<file path="config.mk">
export PLATFORM = sky130hd
export DESIGN_NAME = rpn_stack_evaluator_flat
export DESIGN_NICKNAME = d
export VERILOG_FILES = /design/src/hw/rtl/rpn_pkg.sv /design/src/hw/rtl/rpn_in_if.sv /design/src/hw/rtl/rpn_out_if.sv /design/src/hw/rtl/rpn_stack_evaluator.sv /design/src/flat_wrapper.sv
export SDC_FILE = /design/constraint.sdc
export NUM_CORES = 2
export LEC_CHECK = 0
export CAP_MARGIN = 5
export CORE_ASPECT_RATIO = 1.4
export CORE_MARGIN = 3
export CORE_UTILIZATION = 30
export CTS_BUF_LIST = sky130_fd_sc_hd__clkbuf_16
export CTS_CLUSTER_DIAMETER = 100
export DETAILED_ROUTE_END_ITERATION = 7
export DONT_BUFFER_PORTS = 1
export PLACE_DENSITY = 0.54
export SETUP_SLACK_MARGIN = 0.15
export SLEW_MARGIN = 15
export SYNTH_ARGS = -nofsm -noshare
export SYNTH_HDL_FRONTEND = slang
export SYNTH_SLANG_ARGS = --single-unit
</file>
<file path="constraint.sdc">
create_clock -name clk -period 25.1 [get_ports clk]
set_input_delay 7.53 -clock clk [delete_from_list [all_inputs] [get_ports clk]]
set_output_delay 7.53 -clock clk [all_outputs]
set_load 0.03 [all_outputs]
</file>
<file path="src/hw/rtl/rpn_pkg.sv">
// Shared constants, codes and saturation helper for the postfix evaluator.
package rpn_pkg;

  localparam int STACK_DEPTH_DEF = 16;

  localparam logic [2:0] CMD_NUM = 3'd0;
  localparam logic [2:0] CMD_ADD = 3'd1;
  localparam logic [2:0] CMD_SUB = 3'd2;
  localparam logic [2:0] CMD_MUL = 3'd3;
  localparam logic [2:0] CMD_DIV = 3'd4;

  typedef enum logic [1:0] {
    ST_OK    = 2'd0,
    ST_UNDER = 2'd1,
    ST_OVER  = 2'd2,
    ST_DIVZ  = 2'd3
  } status_t;

  localparam logic signed [31:0] Q_MAX = 32'sh7fffffff;
  localparam logic signed [31:0] Q_MIN = 32'sh80000000;

  localparam logic signed [47:0] SAT_HI = 48'sh00007fffffff;
  localparam logic signed [47:0] SAT_LO = 48'shffff80000000;

  function automatic logic signed [31:0] sat48(input logic signed [47:0] v);
    logic signed [31:0] r;
    if (v > SAT_HI) begin
      r = Q_MAX;
    end else if (v < SAT_LO) begin
      r = Q_MIN;
    end else begin
      r = v[31:0];
    end
    return r;
  endfunction

endpackage

</file>
<file path="src/hw/rtl/rpn_in_if.sv">
// Token channel: valid/ready handshake carrying one postfix token per beat.
interface rpn_in_if;
  logic               valid;
  logic               ready;
  logic [2:0]         cmd;
  logic signed [15:0] value;
  logic               last;

  modport source (output valid, output cmd, output value, output last, input ready);
  modport sink (input valid, input cmd, input value, input last, output ready);
endinterface

</file>
<file path="src/hw/rtl/rpn_out_if.sv">
// Result channel: valid/ready handshake carrying one evaluated expression per beat.
interface rpn_out_if;
  logic               valid;
  logic               ready;
  logic signed [31:0] result;
  logic [1:0]         status;

  modport source (output valid, output result, output status, input ready);
  modport sink (input valid, input result, input status, output ready);
endinterface

</file>
<file path="src/hw/rtl/rpn_stack_evaluator.sv">
// Postfix expression evaluator over a Q16.16 operand stack with a shared ALU sequencer.
//
// The block takes one token at a time and is not ready while a token is being
// worked on. Every token passes through dispatch and finish; between them an add
// or subtract runs add and write, a multiply mul, mulfix and write, and a divide
// divset, divrun, divfix and write, or divset and write alone on a divide by zero
// or a quotient too wide for the divider. The restoring divider retires one
// quotient bit per cycle through the same adder that serves add and subtract.
// A last token loads one result beat into the output register; the next token is
// accepted while that beat waits; a later last token waits for the register to free.
module rpn_stack_evaluator import rpn_pkg::*; #(
  parameter int STACK_DEPTH = STACK_DEPTH_DEF
) (
  input  logic       clk,
  input  logic       rst,
  rpn_in_if.sink     token,
  rpn_out_if.source  answer
);

  localparam int IDX_W = (STACK_DEPTH > 1) ? $clog2(STACK_DEPTH) : 1;
  localparam int CNT_W = $clog2(STACK_DEPTH + 1);

  typedef enum logic [9:0] {
    S_IDLE     = 10'b0000000001,
    S_DISPATCH = 10'b0000000010,
    S_ADD      = 10'b0000000100,
    S_MUL      = 10'b0000001000,
    S_MULFIX   = 10'b0000010000,
    S_DIVSET   = 10'b0000100000,
    S_DIVRUN   = 10'b0001000000,
    S_DIVFIX   = 10'b0010000000,
    S_WRITE    = 10'b0100000000,
    S_FINISH   = 10'b1000000000
  } state_t;

  state_t state;

  logic [2:0]         tok_cmd;
  logic signed [15:0] tok_value;
  logic               tok_last;

  logic [CNT_W-1:0]   count;
  status_t            err;
  logic signed [31:0] top;
  logic signed [31:0] left_op;
  logic signed [31:0] right_op;
  logic signed [31:0] op_res;
  logic signed [63:0] prod;
  logic [31:0]        rem;
  logic [31:0]        quo;
  logic [31:0]        dsr;
  logic [4:0]         iter;

  logic signed [31:0] mem [STACK_DEPTH];
  logic signed [31:0] rd_left;
  logic               mem_we;
  logic [IDX_W-1:0]   mem_wa;
  logic signed [31:0] mem_wd;
  logic [CNT_W-1:0]   count_m2;

  logic signed [33:0] alu_a;
  logic signed [33:0] alu_b;
  logic               alu_sub;
  logic signed [33:0] alu_sum;

  logic [31:0]        lmag;
  logic [31:0]        rmag;
  logic signed [63:0] prod_adj;
  logic               out_free;
  logic               emit;

  assign count_m2 = count - CNT_W'(2);
  assign lmag     = left_op[31] ? 32'(-left_op) : 32'(left_op);
  assign rmag     = right_op[31] ? 32'(-right_op) : 32'(right_op);
  assign prod_adj = prod + (prod[63] ? 64'sd65535 : 64'sd0);
  assign out_free = !answer.valid || answer.ready;
  assign emit     = (state == S_FINISH) && tok_last && out_free;

  assign token.ready = (state == S_IDLE);

  always_comb begin
    alu_a   = '0;
    alu_b   = '0;
    alu_sub = 1'b0;
    case (state)
      S_ADD: begin
        alu_a   = 34'(left_op);
        alu_b   = 34'(right_op);
        alu_sub = (tok_cmd == CMD_SUB);
      end
      S_DIVRUN: begin
        alu_a   = {1'b0, rem, quo[31]};
        alu_b   = {2'b00, dsr};
        alu_sub = 1'b1;
      end
      default: begin
        alu_sub = 1'b0;
      end
    endcase
    alu_sum = alu_sub ? (alu_a - alu_b) : (alu_a + alu_b);
  end

  always_comb begin
    mem_we = 1'b0;
    mem_wa = count[IDX_W-1:0];
    mem_wd = {tok_value, 16'h0000};
    case (state)
      S_DISPATCH: begin
        mem_we = (tok_cmd == CMD_NUM) && (count < CNT_W'(STACK_DEPTH));
      end
      S_WRITE: begin
        mem_we = 1'b1;
        mem_wa = count_m2[IDX_W-1:0];
        mem_wd = op_res;
      end
      default: begin
        mem_we = 1'b0;
      end
    endcase
  end

  always_ff @(posedge clk) begin
    if (mem_we) begin
      mem[mem_wa] <= mem_wd;
    end
    rd_left <= mem[count_m2[IDX_W-1:0]];
  end

  always_ff @(posedge clk) begin
    if (rst) begin
      state        <= S_IDLE;
      count        <= '0;
      err          <= ST_OK;
      answer.valid <= 1'b0;
    end else begin
      if (emit) begin
        answer.valid <= 1'b1;
      end else if (answer.valid && answer.ready) begin
        answer.valid <= 1'b0;
      end
      case (state)
        S_IDLE: begin
          if (token.valid) begin
            tok_cmd   <= token.cmd;
            tok_value <= token.value;
            tok_last  <= token.last;
            state     <= S_DISPATCH;
          end
        end
        S_DISPATCH: begin
          left_op  <= rd_left;
          right_op <= top;
          state    <= S_FINISH;
          if (tok_cmd == CMD_NUM) begin
            if (count < CNT_W'(STACK_DEPTH)) begin
              top   <= {tok_value, 16'h0000};
              count <= count + CNT_W'(1);
            end else if (err == ST_OK) begin
              err <= ST_OVER;
            end
          end else if (tok_cmd == CMD_ADD || tok_cmd == CMD_SUB ||
                       tok_cmd == CMD_MUL || tok_cmd == CMD_DIV) begin
            if (count < CNT_W'(2)) begin
              if (err == ST_OK) begin
                err <= ST_UNDER;
              end
            end else if (tok_cmd == CMD_MUL) begin
              state <= S_MUL;
            end else if (tok_cmd == CMD_DIV) begin
              state <= S_DIVSET;
            end else begin
              state <= S_ADD;
            end
          end
        end
        S_ADD: begin
          op_res <= sat48(48'(alu_sum));
          state  <= S_WRITE;
        end
        S_MUL: begin
          prod  <= left_op * right_op;
          state <= S_MULFIX;
        end
        S_MULFIX: begin
          op_res <= sat48(prod_adj[63:16]);
          state  <= S_WRITE;
        end
        S_DIVSET: begin
          dsr  <= rmag;
          rem  <= {16'h0000, lmag[31:16]};
          quo  <= {lmag[15:0], 16'h0000};
          iter <= '0;
          if (right_op == 32'sd0) begin
            op_res <= left_op[31] ? Q_MIN : Q_MAX;
            state  <= S_WRITE;
            if (err == ST_OK) begin
              err <= ST_DIVZ;
            end
          end else if ({16'h0000, lmag[31:16]} >= rmag) begin
            op_res <= (left_op[31] ^ right_op[31]) ? Q_MIN : Q_MAX;
            state  <= S_WRITE;
          end else begin
            state <= S_DIVRUN;
          end
        end
        S_DIVRUN: begin
          if (!alu_sum[33]) begin
            rem <= alu_sum[31:0];
            quo <= {quo[30:0], 1'b1};
          end else begin
            rem <= {rem[30:0], quo[31]};
            quo <= {quo[30:0], 1'b0};
          end
          iter <= iter + 5'd1;
          if (iter == 5'd31) begin
            state <= S_DIVFIX;
          end
        end
        S_DIVFIX: begin
          if (left_op[31] ^ right_op[31]) begin
            op_res <= (quo > 32'h80000000) ? Q_MIN : 32'(-quo);
          end else begin
            op_res <= quo[31] ? Q_MAX : 32'(quo);
          end
          state <= S_WRITE;
        end
        S_WRITE: begin
          top   <= op_res;
          count <= count - CNT_W'(1);
          state <= S_FINISH;
        end
        S_FINISH: begin
          if (!tok_last) begin
            state <= S_IDLE;
          end else if (out_free) begin
            if (count == '0) begin
              answer.result <= 32'sd0;
              answer.status <= (err == ST_OK) ? ST_UNDER : err;
            end else begin
              answer.result <= top;
              answer.status <= err;
            end
            count <= '0;
            err   <= ST_OK;
            state <= S_IDLE;
          end
        end
        default: begin
          state <= S_IDLE;
        end
      endcase
    end
  end

  a_accept_dispatch: assert property (@(posedge clk) disable iff (rst)
    token.valid && token.ready |=> state == S_DISPATCH)
    else $error("accepted token did not start dispatch");

  a_count_bound: assert property (@(posedge clk) disable iff (rst)
    count <= CNT_W'(STACK_DEPTH))
    else $error("stack count beyond depth");

  a_emit_from_finish: assert property (@(posedge clk) disable iff (rst)
    $rose(answer.valid) |-> $past(state == S_FINISH))
    else $error("result beat raised outside finish");

  a_div_rem: assert property (@(posedge clk) disable iff (rst)
    state == S_DIVRUN |-> rem < dsr)
    else $error("divider remainder not below divisor");

endmodule

</file>
<file path="src/flat_wrapper.sv">
// flat-port wrapper written by rule: the top's interface ports become plain ports
module rpn_stack_evaluator_flat import rpn_pkg::*;
#(
  parameter int STACK_DEPTH = STACK_DEPTH_DEF
)
  (clk, rst, token_valid, token_cmd, token_value, token_last, token_ready, answer_valid, answer_result, answer_status, answer_ready);
  rpn_in_if token_i ();
  rpn_out_if answer_i ();
  input  logic clk;
  input  logic rst;
  input wire logic [$bits(token_i.valid)-1:0] token_valid;
  input wire logic [$bits(token_i.cmd)-1:0] token_cmd;
  input wire logic [$bits(token_i.value)-1:0] token_value;
  input wire logic [$bits(token_i.last)-1:0] token_last;
  output wire logic [$bits(token_i.ready)-1:0] token_ready;
  output wire logic [$bits(answer_i.valid)-1:0] answer_valid;
  output wire logic [$bits(answer_i.result)-1:0] answer_result;
  output wire logic [$bits(answer_i.status)-1:0] answer_status;
  input wire logic [$bits(answer_i.ready)-1:0] answer_ready;
  assign token_i.valid = token_valid;
  assign token_i.cmd = token_cmd;
  assign token_i.value = token_value;
  assign token_i.last = token_last;
  assign token_ready = token_i.ready;
  assign answer_valid = answer_i.valid;
  assign answer_result = answer_i.result;
  assign answer_status = answer_i.status;
  assign answer_i.ready = answer_ready;
  rpn_stack_evaluator #(.STACK_DEPTH(STACK_DEPTH)) u_core (.clk(clk), .rst(rst), .token(token_i), .answer(answer_i));
endmodule
</file>
**Yosys cells after proc, flatten, opt, wreduce, memory -nomap -nowiden**

Memories as Yosys holds them, arrays and structs flattened. A register that Yosys moved wholly into a read port is not among the register bits.
Index checks and enable logic that the tools add are counted.
Widths: inputs -> output; s select.

- Bits in registers: 365
- Memory bits (writable): 512
- Bits of input ports: 24
- Output and inout bits: 36
- Logic and storage cells: 163
- Memories kept: 1

- $add $sub $neg: 10
- $mul: 1
- Order comparisons: 8
- Eq/ne operators: 29
- Muxes and demuxes: 63
- Bitwise gates (word level): 2
- Reductions and logical operators: 31

Memories:

| memory | depth | width | read ports | clocked after Yosys merged registers in | wr ports | line | RTL |
|---|---|---|---|---|---|---|---|
| u_core.mem | 16 | 32 | 1 | 1 | 1 | rpn_stack_evaluator.sv:54 | `logic signed [31:0] mem [STACK_DEPTH];` |

Operators with widths:

| operator | number |
|---|---|
| $mux 32 | 16 |
| $pmux 32 s2 | 3 |
| $pmux 34 s2 | 2 |
| $pmux 32 s4 | 1 |
| $neg 32->32 | 3 |
| $mux 10 | 9 |
| $pmux 10 s8 | 1 |
| $add 64x64->64 | 1 |
| $mul 32x32->64 | 1 |
| $gt 48x32->1 const B | 1 |
| $lt 48x32->1 const B | 1 |
| $add 34x34->34 | 1 |
| $gt 34x32->1 const B | 1 |
| $lt 34x32->1 const B | 1 |
| $mux 34 | 1 |
| $sub 34x34->34 | 1 |
| $ge 16x32->1 | 1 |
| $gt 32x32->1 const B | 1 |
| $logic_not 32->1 | 1 |
| $mux 31 | 1 |
| $mux 2 | 11 |
| $mux 5 | 4 |
| $mux 16 | 1 |
| $pmux 5 s3 | 1 |
| 47 further kinds | 79 |

**Depth between registers and ports, before layout**

- Depth in word-level cells: 8
- Mapped depth: 32
- Mapped depth without buffers: 28

**Worst setup path after synthesis**

No wires, ideal clock.

- Path type: input to register
- Start point: in rst
- End point: reg u_core.iter[0], enable pin
- Library setup time: 519 ps
- Arrival time: 11087 ps
- Required time: 24581 ps
- Slack: 13494 ps
- Stages on the path: 2
- Cell sequence: clkbuf_1 > a21oi_1

- Word-level cells in the longest chain between the ends: 2

Ends and longest elaborated chain:

| what | line | RTL |
|---|---|---|
| start, declared | flat_wrapper.sv:10 | `input logic rst;` |
| $not 1->1 (no source line) | - |  |
| $reduce_and 2->1 (no source line) | - |  |
| end signal, assigned | rpn_stack_evaluator.sv:214 | `iter <= iter + 5'd1;` |
| end, declared | rpn_stack_evaluator.sv:52 | `logic [4:0] iter;` |

No other way between the ends.
A chain may end at the register's enable or synchronous reset.

**Final worst setup path**

- Start point: reg u_core.state[4]
- End point: out token_ready

- Word-level cells in the longest chain between the ends: 1

Ends and longest elaborated chain:

| what | line | RTL |
|---|---|---|
| start, declared | rpn_stack_evaluator.sv:36 | `state_t state;` |
| start signal, assigned | rpn_stack_evaluator.sv:131 | `state <= S_IDLE;` |
| start signal, assigned | rpn_stack_evaluator.sv:147 | `state <= S_DISPATCH;` |
| start signal, assigned | rpn_stack_evaluator.sv:153 | `state <= S_FINISH;` |
| $eq 10x1->1 | rpn_stack_evaluator.sv:79 | `assign token.ready = (state == S_IDLE);` |
| end, declared | flat_wrapper.sv:15 | `output wire logic [$bits(token_i.ready)-1:0] token_ready;` |

No other way between the ends.

==> qor.yml <==
yosysSeqAreaShare_pct: 34.65
drive_above_1_share_pct: 7.640
drcViolationCount: 0
power_density_nw_per_um2: 95.50
dieArea_sq_um: 264000
setup_tns_ns: 0
htreeDepth: 3
async_flop_share_pct: 0
hold_viol: 0
max-slew-margin-rel_pct: 18.92
cts_buffers: 92
row_count: 219
dr.pass1.iters: 6
fmax_mhz: 95.91
leakagePower_nw: 33.48
finalSetupViolCount: 0
rsz0062_at_grt: "false"
place_hpwl_um: 178000
cts_setup_buffers: 0
grt_pass1_wl_um: 363300
path_cells: "or3_1 > nor3_1 > nor3b_1 > nand3_1 > inv_1"
fin_ws_ns: 14.67
root_buffer: "clkbuf_16"
multiInputGateArea_sq_um: 45410
synthTopCellsByArea: "edfxtp_1 (33%), fa_1 (28%), inv_1 (5.0%), mux4_2 (4.7%), and2_1 (4.3%)"
cts_tree: "built"
layoutNonFillerInstCount: 10130
ys.flop_type: "edfxtp_1"
avgSynthCellArea_sq_um: 11.42
ios: 60
regArea_sq_um: 26800
status: "finished, final reports clean"
cts.sinks: 909
cts_resized: 0
insertion_delay_ns: 0.72
yosysTopAreaCellShare_pct: 33.36
layout.nets: 7998
yosys-top-cells-count: "fa_1 (1084), inv_1 (1020), edfxtp_1 (859)"
io_buffers: 0
cp_slowest_cell: "nor3b_1"
critPathMaxStageDelay_ns: 0.49
crit_path_start_kind: "flop"
totalPowerFinal_mw: 8.084
path_class: "flop to primary output"
die_w_um: 435.1
synth.most_common_cell: "fa_1"
ys_types: 83
grt.total_usage_pct: 18.45
min_period_over_period_pct: 41.54
syn_area_sq_um: 77330
first_iter_violations: 3489
fp.dieH_um: 606.7
cp.required_ns: 17.57
n_fill_cell: 25620
ant_nets: 0
core-area_sq_um: 255400
path_buf_inv: 1
grt-ovfl-total: 0
first_global_vias: 56850
cts.reportedPaths.clkPinSlew_ns: 0.06
grt_max_degree: 65
clk_path_buf_depth: 3
cts_hold_buf: 0
wl_per_cell_um: 23.94
end_kind: "primary output"
fin_crit_ns: 10.43
antenna_found_initial: 19
vias: 51470
fin_worst_skew_ns: 0.03287
final_util_pct: 33.15
synth_area_leader_cell: "edfxtp_1"
worst_pin_slew_ns: 1.216
place_ws_ns: 15.45
placedCellCount: 9958
ys_seq_elements: 909
vias_per_cell: 5.079
slew_violations: 0
hold_path.class: "flop to flop"
place_congestion: 0.9483
synthCells: 6774
cp_max_fo: 6
worstPathArrival_ns: 2.90
initial_utilization_pct: 30.28
peakVddDrop_mv: 0.1291
wirelength_um: 242600
synth_edf_count: 859
syn2layout_area_growth_pct: 9.466
crit_family: "simple AND/OR/NAND/NOR gates"
ys_warn_count: 0
maxCapViolations: 0
synth_nets: 8145
kinds of logic after synthesis:
logic type,share of synthesized area (%)
compound gates,6.297
fa+ha+maj,32.32
flops,34.65
mux,4.776
xor+xnor,2.500
simple gates,12.53
buf+inv,6.924
metal layers:
| metal | vias to the layer above | global-route usage, % | wire length (um) |
|---|---|---|---|
| li1 | 21930 | - | - |
| met1 | 27200 | 20.36 | 88200 |
| met2 | 1713 | 34.22 | 127700 |
| met3 | 626 | 2.365 | 11580 |
| met4 | 4 | 10.16 | 15120 |
| met5 | - | 0 | 26 |
worst paths after layout:
kind              cells after the start                            to                          from  slack [ns]
hold reg to reg                       0  u_core.left_op[24]$_DFFE_PP_    u_core.rd_left[24]$_DFF_P_        0.41
hold / removal                        0  u_core.left_op[24]$_DFFE_PP_    u_core.rd_left[24]$_DFF_P_        0.41
setup / recovery                      5                   token_ready  u_core.state[4]$_SDFFE_PP0P_       14.67
setup reg to reg                     27     u_core.prod[63]$_DFFE_PP_  u_core.right_op[0]$_DFFE_PP_       15.59
through the flow:
stage	instance area, sq um	hold WS [ns]
finish	84650	0.4089
global route	84630	0.4117
CTS	84630	0.4063
detailed placement	81560	0.3906
global placement	81550	0.3913
floorplan	77330	0.3855
sequential cells by signal, indices dropped and copies added, names as in the netlist, 32 cells and up:
| signal | flops |
|---|---|
| u_core.answer.result | 32 |
| u_core.dsr | 32 |
| u_core.left_op | 32 |
| u_core.mem | 512 |
| u_core.op_res | 32 |
| u_core.prod | 64 |
| u_core.quo | 32 |
| u_core.rd_left | 32 |
| u_core.rem | 32 |
| u_core.right_op | 32 |
| u_core.top | 32 |
placed cells by master, fill, tap and decap left out, types with 26 or more instances in the layout:
master / instances
fa_1: 1084
inv_1: 1050
edfxtp_1: 859
nand2_1: 784
and2_1: 530
ha_1: 262
a21oi_1: 200
nor2_1: 190
o21ai_0: 171
buf_4: 162
mux4_2: 160
xnor2_1: 143
clkbuf_16: 95
xor2_1: 73
nor3_1: 63
nand3_1: 62
nor2b_1: 56
a21o_1: 54
a31oi_1: 53
dfxtp_1: 48
nand2b_1: 42
and3_1: 41
a22o_1: 38
nand4_1: 38
o31ai_1: 31
or3_1: 27
o2111ai_1: 26
power by group:
part	total, mW	switching [mW]	internal [mW]
clock network	1.41	0.612	0.802
registers	1.89	0.00619	1.88
logic	4.78	2.89	1.90
layout make-up:
type	instances	share of cell area (%)
Tap cell	3425	5.063
Multi-Input combinational cell	4441	53.65
Antenna cell	6	0.01774
Inverter	1020	4.523
Clock buffer	95	2.808
Timing Repair Buffer	163	1.449
Sequential cell	909	31.66
Clock inverter	74	0.8248
Note: power is estimated with default switching activity, not from simulation.
